<file path="src/grid_cell_neighbour_index_macros.svh">
// Assertion macros shared by the grid cell index RTL.
`ifndef GRID_CELL_NEIGHBOUR_INDEX_MACROS_SVH
`define GRID_CELL_NEIGHBOUR_INDEX_MACROS_SVH

`ifndef ASSERT_OFF

// Property must hold at every clock edge outside reset.
`define GCNI_ASSERT(label, clk, rst, prop, msg) \
   label: assert property (@(posedge clk) disable iff (rst) (prop)) else $error(msg);

// Expression must never be true outside reset.
`define GCNI_NEVER(label, clk, rst, expr, msg) \
   label: assert property (@(posedge clk) disable iff (rst) !(expr)) else $error(msg);

`else

`define GCNI_ASSERT(label, clk, rst, prop, msg)

`define GCNI_NEVER(label, clk, rst, expr, msg)

`endif

`endif

</file>
<file path="src/gcni_pkg.sv">
package gcni_pkg;

   // Field widths
   localparam int COORD_BITS  = 24;
   localparam int CELL_W      = 16;
   localparam int CELL_SIZE_W = 24;
   localparam int DIM_W       = 9;
   localparam int CSR_INDEX_W = 2;

   // Divider width covers both a coordinate and a cell index
   localparam int DIV_W = (COORD_BITS > CELL_W) ? COORD_BITS : CELL_W;

   // Register indexes
   localparam logic [CSR_INDEX_W-1:0] CSR_CELL_SIZE    = 2'd0;
   localparam logic [CSR_INDEX_W-1:0] CSR_GRID_COLUMNS = 2'd1;
   localparam logic [CSR_INDEX_W-1:0] CSR_GRID_ROWS    = 2'd2;

   // Operations
   localparam logic OP_POSITION = 1'b0;
   localparam logic OP_NEIGHBOURS = 1'b1;

   // Neighbourhood slots, in emission order; also bit positions of the slot mask
   localparam int NB_COUNT = 9;
   localparam int NB_SEL_W = 4;
   localparam logic [NB_SEL_W-1:0] NB_SELF  = 4'd0;
   localparam logic [NB_SEL_W-1:0] NB_UL    = 4'd1;
   localparam logic [NB_SEL_W-1:0] NB_UP    = 4'd2;
   localparam logic [NB_SEL_W-1:0] NB_UR    = 4'd3;
   localparam logic [NB_SEL_W-1:0] NB_RIGHT = 4'd4;
   localparam logic [NB_SEL_W-1:0] NB_LR    = 4'd5;
   localparam logic [NB_SEL_W-1:0] NB_DOWN  = 4'd6;
   localparam logic [NB_SEL_W-1:0] NB_LL    = 4'd7;
   localparam logic [NB_SEL_W-1:0] NB_LEFT  = 4'd8;

   typedef struct packed {
      logic                  op;
      logic [COORD_BITS-1:0] x_position;
      logic [COORD_BITS-1:0] y_position;
      logic [CELL_W-1:0]     query_cell;
   } req_word_type;

   typedef struct packed {
      logic [CELL_W-1:0] cell_index;
      logic              is_last;
      logic              out_of_range;
   } rsp_word_type;

   // Item data that rides along the divider
   typedef struct packed {
      logic              op;
      logic [CELL_W-1:0] query_cell;
      logic [DIM_W-1:0]  cols;
      logic [DIM_W-1:0]  rows;
      logic              grid_empty;
      logic              size_zero;
   } side_type;

   // One resolved item handed to the result sequencer
   typedef struct packed {
      logic                valid;
      logic                oor;
      logic [CELL_W-1:0]   base;
      logic [NB_COUNT-1:0] mask;
      logic [DIM_W-1:0]    cols;
   } emit_item_type;

endpackage

</file>
<file path="src/gcni_emit.sv">
`include "grid_cell_neighbour_index_macros.svh"

// Result sequencer: walks the slot mask of one item, one word per cycle while the output is not stalled.
module gcni_emit (
   input  logic                    clock,
   input  logic                    reset,
   input  gcni_pkg::emit_item_type item,
   output logic                    adv,
   output logic                    rsp_valid,
   input  logic                    rsp_stall,
   output gcni_pkg::rsp_word_type  rsp_word
);

   localparam int CELL_W   = gcni_pkg::CELL_W;
   localparam int NB_COUNT = gcni_pkg::NB_COUNT;
   localparam int NB_SEL_W = gcni_pkg::NB_SEL_W;

   gcni_pkg::emit_item_type item_ff;
   gcni_pkg::emit_item_type item_in;
   logic                    rsp_valid_ff;
   logic                    rsp_valid_in;
   gcni_pkg::rsp_word_type  rsp_word_ff;
   gcni_pkg::rsp_word_type  rsp_word_in;

   logic                    out_free;
   logic                    fire;
   logic [NB_SEL_W-1:0]     slot;
   logic [NB_COUNT-1:0]     remaining;
   logic                    last;
   logic [CELL_W-1:0]       cols_ext;
   logic [CELL_W-1:0]       nb_cell;

   // Pick the lowest pending slot
   always_comb begin
      slot = gcni_pkg::NB_SELF;
      for (int i = NB_COUNT - 1; i >= 0; i--) begin
         if (item_ff.mask[i]) begin
            slot = NB_SEL_W'(i);
         end
      end
      remaining       = item_ff.mask;
      remaining[slot] = 1'b0;
      last            = (remaining == '0);
   end

   // Neighbour cell from the base cell and the row pitch
   always_comb begin
      cols_ext = CELL_W'(item_ff.cols);
      case (slot)
         gcni_pkg::NB_SELF:  nb_cell = item_ff.base;
         gcni_pkg::NB_UL:    nb_cell = item_ff.base - cols_ext - 16'd1;
         gcni_pkg::NB_UP:    nb_cell = item_ff.base - cols_ext;
         gcni_pkg::NB_UR:    nb_cell = item_ff.base - cols_ext + 16'd1;
         gcni_pkg::NB_RIGHT: nb_cell = item_ff.base + 16'd1;
         gcni_pkg::NB_LR:    nb_cell = item_ff.base + cols_ext + 16'd1;
         gcni_pkg::NB_DOWN:  nb_cell = item_ff.base + cols_ext;
         gcni_pkg::NB_LL:    nb_cell = item_ff.base + cols_ext - 16'd1;
         gcni_pkg::NB_LEFT:  nb_cell = item_ff.base - 16'd1;
         default:            nb_cell = item_ff.base;
      endcase
   end

   // Handshake and next state
   always_comb begin
      out_free = !rsp_valid_ff || !rsp_stall;
      fire     = item_ff.valid && out_free;
      adv      = !item_ff.valid || (fire && last);

      item_in = item_ff;
      if (adv) begin
         item_in = item;
      end else if (fire) begin
         item_in.mask = remaining;
      end

      rsp_valid_in = rsp_valid_ff;
      rsp_word_in  = rsp_word_ff;
      if (fire) begin
         rsp_valid_in             = 1'b1;
         rsp_word_in.cell_index   = nb_cell;
         rsp_word_in.is_last      = last;
         rsp_word_in.out_of_range = item_ff.oor;
      end else if (out_free) begin
         rsp_valid_in = 1'b0;
      end
   end

   always_ff @(posedge clock) begin
      if (reset) begin
         item_ff.valid <= 1'b0;
         rsp_valid_ff  <= 1'b0;
      end else begin
         item_ff.valid <= item_in.valid;
         rsp_valid_ff  <= rsp_valid_in;
      end
      item_ff.oor  <= item_in.oor;
      item_ff.base <= item_in.base;
      item_ff.mask <= item_in.mask;
      item_ff.cols <= item_in.cols;
      rsp_word_ff  <= rsp_word_in;
   end

   assign rsp_valid = rsp_valid_ff;
   assign rsp_word  = rsp_word_ff;

   // Checks
   `GCNI_NEVER(a_held_item_has_slot, clock, reset, item_ff.valid && (item_ff.mask == '0), "held item with empty slot mask")
   `GCNI_ASSERT(a_partial_keeps_item, clock, reset, fire && !last |=> item_ff.valid && (item_ff.mask == $past(remaining)), "item dropped before its last word")
   `GCNI_ASSERT(a_idle_holds_mask, clock, reset, item_ff.valid && !fire |=> item_ff.valid && $stable(item_ff.mask), "slot mask moved without a word going out")
   `GCNI_ASSERT(a_oor_single_word, clock, reset, rsp_valid_ff && rsp_word_ff.out_of_range |-> rsp_word_ff.is_last && (rsp_word_ff.cell_index == '0), "off-grid word not a lone zero word")

endmodule
</file>
<file path="config.mk">
export PLATFORM = sky130hd
export DESIGN_NAME = gcni_emit
export DESIGN_NICKNAME = d
export VERILOG_FILES = /design/src/gcni_pkg.sv /design/src/gcni_emit.sv
export VERILOG_INCLUDE_DIRS = /design/src /design/src/src
export SDC_FILE = /design/constraint.sdc
export NUM_CORES = 1
export LEC_CHECK = 0
export BUFFER_PORTS_ARGS = -buffer_cell sky130_fd_sc_hd__buf_2
export CORE_UTILIZATION = 40
export DETAILED_ROUTE_END_ITERATION = 10
export GPL_TIMING_DRIVEN = 0
export PLACE_DENSITY = 0.65
export SLEW_MARGIN = 10
export SYNTH_ARGS = -nofsm -noshare
export SYNTH_HDL_FRONTEND = slang
export SYNTH_SLANG_ARGS = --single-unit
</file>
<file path="constraint.sdc">
create_clock -name clock -period 8.2 [get_ports clock]
set_input_delay 1.23 -clock clock [delete_from_list [all_inputs] [get_ports clock]]
set_output_delay 1.23 -clock clock [all_outputs]
set_load 0.02 [all_outputs]
</file>
==> impl_metrics.toml <==
[sta]
min_period_ns = 5.41
tightest_slew_ns = 1.22
fin_tns_setup_ns = 0
hold_viol_final = 0
setup_viol = 0
max_freq_ghz = 0.185
fin_skew_ns = 0.0101
fin_crit_sh_pct = 66.0
relSlewSlack_pct = 18.0
setup_ws_ns = 2.79
rsz0062_at_grt = "false"
slew_viol_final = 0

[detailed_routing]
wl_met3_um = 1010
drtAntennaViolNets = 0
drt-initial-drc-count = 443
top_layer = "met4"
first_pass_iters = 5
wl_met1_um = 7300
drc = 0
routedWlPerCell_um = 17.5
vias_per_cell = 5.82
finalWirelength_um = 15600
wl_met2_um = 7060
vias = 5206

[power]
peakVddDrop_v = 0.000124
power.density_nw_per_um2 = 195
leakagePower_nw = 2.69

[critical_path]
r2r_end = "rsp_word[17]"
setup.worst_path.end_class = "flip-flop"
cp_slowest_cell = "edfxtp_1"
worst-setup-path-type = "flip-flop to flip-flop"
crit_arrival_ns = 5.48
cpPeakStageDelay_ns = 0.51
worstPathRequired_ns = 8.27
r2r_slack_ns = 2.79
ff2ff_path_depth = 20
crit_path_cell_trace = "inv_1 > ha_1 > inv_1 > fa_1 > a21o_1 > a21oi_1 > o21bai_1 > a31o_2 > a21oi_1 > xnor2_1 > ha_1 > and2_1 > a221oi_1 > o22a_1 > o311ai_0 > o31ai_1 > a211oi_1 > o21ai_2 > nand2_1 > o221a_1"
crit_fanout = 5
cp-start-kind = "flip-flop"
worstReg2RegStart = "item_ff[18]"

[cells_and_area]
areaGrowthSynthToFinish_pct = 11.8
num-nets-final = 818
fin_area_um2 = 6370
register_area_um2 = 1630
drive_above_1_share_pct = 13.6
n_antenna_cell = 0
nFillCells = 1377
multiInputGateArea_um2 = 3830

[placed_design]
placement.io_buffers = 58
globalplace.congestion = 0.900
preCtsSetupSlack_ns = 2.90
dp_hpwl_um = 12400
dpl_cell_area_um2 = 6230

[synth]
syn_avg_cell_area_um2 = 8.80
yosysWarnings = 0
synth_edf_count = 53
ys_ff_latch = 55
yosysSeqAreaShare_pct = 28.6
postSynthCellCount = 648
synth_top_area_share_pct = 27.9
synthTopCellsByArea = "edfxtp_1, ha_1, xnor2_1, o21ai_0, a21oi_1"
async_flop_share_pct = 0
yosysUniqueCellTypes = 66
syn_area_um2 = 5700
syn_nets = 752
yosys.area.top_type = "edfxtp_1"
synth_ff_type = "edfxtp_1"

[cts]
cts_sinks = 55
ctsHtreeMaxLevel = 2
clk_latency_ns = 0.32
cts_tree = "yes"
cts_resized = 0
cts_setup_buffers = 0
clk_pin_slew_ns = 0.08
cts_buffer_depth = 2
hold_buffers = 0
cts_made_buffers = 5
clock_tree.root_cell = "clkbuf_16"

[grt]
gr-usage-all-layers_pct = 22.0
grt_first_pass_wirelength_um = 25000
grt_pass1_vias = 4945
grt_overflow = 0
antenna_found_initial = 0
grt_max_degree = 37

[floorplanning]
num_rows = 43
dieWidth_um = 121
dieArea_um2 = 14700
io_pins = 59
core_area_um2 = 13900
start_util_pct = 41.1
die_y_um = 121

[worst_hold_path]
min_to = "rsp_word[0]"
hold_path_class = "flip-flop to flip-flop"
min_path_cells = 0
holdCritStartpoint = "item_ff[34]"

[flow_run]
max_cap_viol_count = 0

[outcome]
outcome = "complete, no violations"
==> how the worst max path moves through the flow <==
stage / from / to / slack (ns) / depth (start not counted)
3_3_place_gp: item_ff[18] / rsp_word[17] / 3.04 / 20
2_1_floorplan: item_ff[18] / rsp_word[17] / 3.71 / 20
4_1_cts: item_ff[18] / rsp_word[17] / 2.88 / 20
3_5_place_dp: item_ff[18] / rsp_word[17] / 2.90 / 20
5_1_grt: item_ff[18] / rsp_word[17] / 2.52 / 20
6_report: item_ff[18] / rsp_word[17] / 2.79 / 20
==> report_power, final <==
group | internal (mW) | total, mW | leakage [nW] | switching, mW
clock | 0.114 | 0.223 | 0.0740 | 0.109
sequential | 0.355 | 0.376 | 0.549 | 0.0211
combinational | 0.257 | 0.645 | 2.07 | 0.388
==> Yosys cell counts, types with 5 or more instances <==
cell type / number
xor2_1: 24
o31ai_1: 7
a31oi_1: 5
o21ai_0: 46
nor2_1: 41
ha_1: 60
nand2_1: 54
or3_1: 9
o211ai_1: 10
a211oi_1: 8
inv_1: 33
xnor2_1: 41
a22oi_1: 10
fa_1: 5
nand2b_1: 11
o22ai_1: 6
nor2b_1: 10
edfxtp_1: 53
nand3_1: 17
a21o_1: 17
nor3_1: 20
o21a_1: 11
a222oi_1: 6
o21bai_1: 6
and2_1: 5
clkbuf_1: 15
a21oi_1: 45
buf_2: 6
==> cell type report <==
type                       count  share of cell area, %
buffer                        24                   1.83
clock buffer                   5                   1.96
clock inverter                 3                  0.294
sequential                    55                   25.6
inverter                      33                   1.94
timing repair buffer          59                   4.73
tap                          180                   3.53
multi-input combinational    536                   60.1
==> cells by family after synthesis <==
group           count (synthesis)  share of synthesized area (%)
compound gates                214                           25.3
xor+xnor                       65                           9.99
fa+ha+maj                      65                           14.9
buf+inv                        57                           4.21
flops                          55                           28.6
mux                             1                          0.198
simple gates                  191                           16.8
==> critical path: cells and delay by family, from the launching register on <==
kind,cells,cell delay [ns]
DFF,1,0.51
adders and majority gates,3,0.90
and+or+nand+nor,2,0.26
xor gates and xnor gates,1,0.18
AOI/OAI and AO/OA,12,3.07
buffers and inverters,2,0.26
==> sequential cells by signal, summed over array words and instances (netlist names) <==
name	cells
cols_ext	9
item_ff	27
rsp_valid	1
rsp_word	18
==> placed cells by master, fill, tap and decap left out, types with 6 or more instances in the layout <==
cell type / instances
buf_2: 64
ha_1: 60
nand2_1: 54
edfxtp_1: 53
o21ai_0: 46
a21oi_1: 44
nor2_1: 41
xnor2_1: 41
inv_1: 33
xor2_1: 24
nor3_1: 20
nand3_1: 17
a21o_1: 17
clkbuf_1: 15
o21a_1: 11
nand2b_1: 11
nor2b_1: 10
o211ai_1: 10
a22oi_1: 10
or3_1: 9
a211oi_1: 8
o31ai_1: 7
o21bai_1: 6
o22ai_1: 6
a222oi_1: 6
==> metal layers <==
layer,vias to the layer above,GRT usage [%]
met5,-,0
met3,18,3.29
met2,192,35.1
met4,0,6.33
met1,2454,30.6
li1,2542,-
==> stage by stage <==
| step | hold slack, ns | instances | util [%] | total power [mW] |
|---|---|---|---|---|
| floorplan | 0.400 | 648 | - | 0.853 |
| global placement | 0.401 | 886 | 44.8 | 0.992 |
| detailed placement | 0.415 | 887 | 44.9 | 1.01 |
| CTS | 0.432 | 895 | 45.9 | 1.24 |
| global route | 0.453 | 895 | 45.9 | 1.32 |
| finish | 0.428 | 895 | 45.9 | 1.24 |
Power figures use the tool's default switching activity.
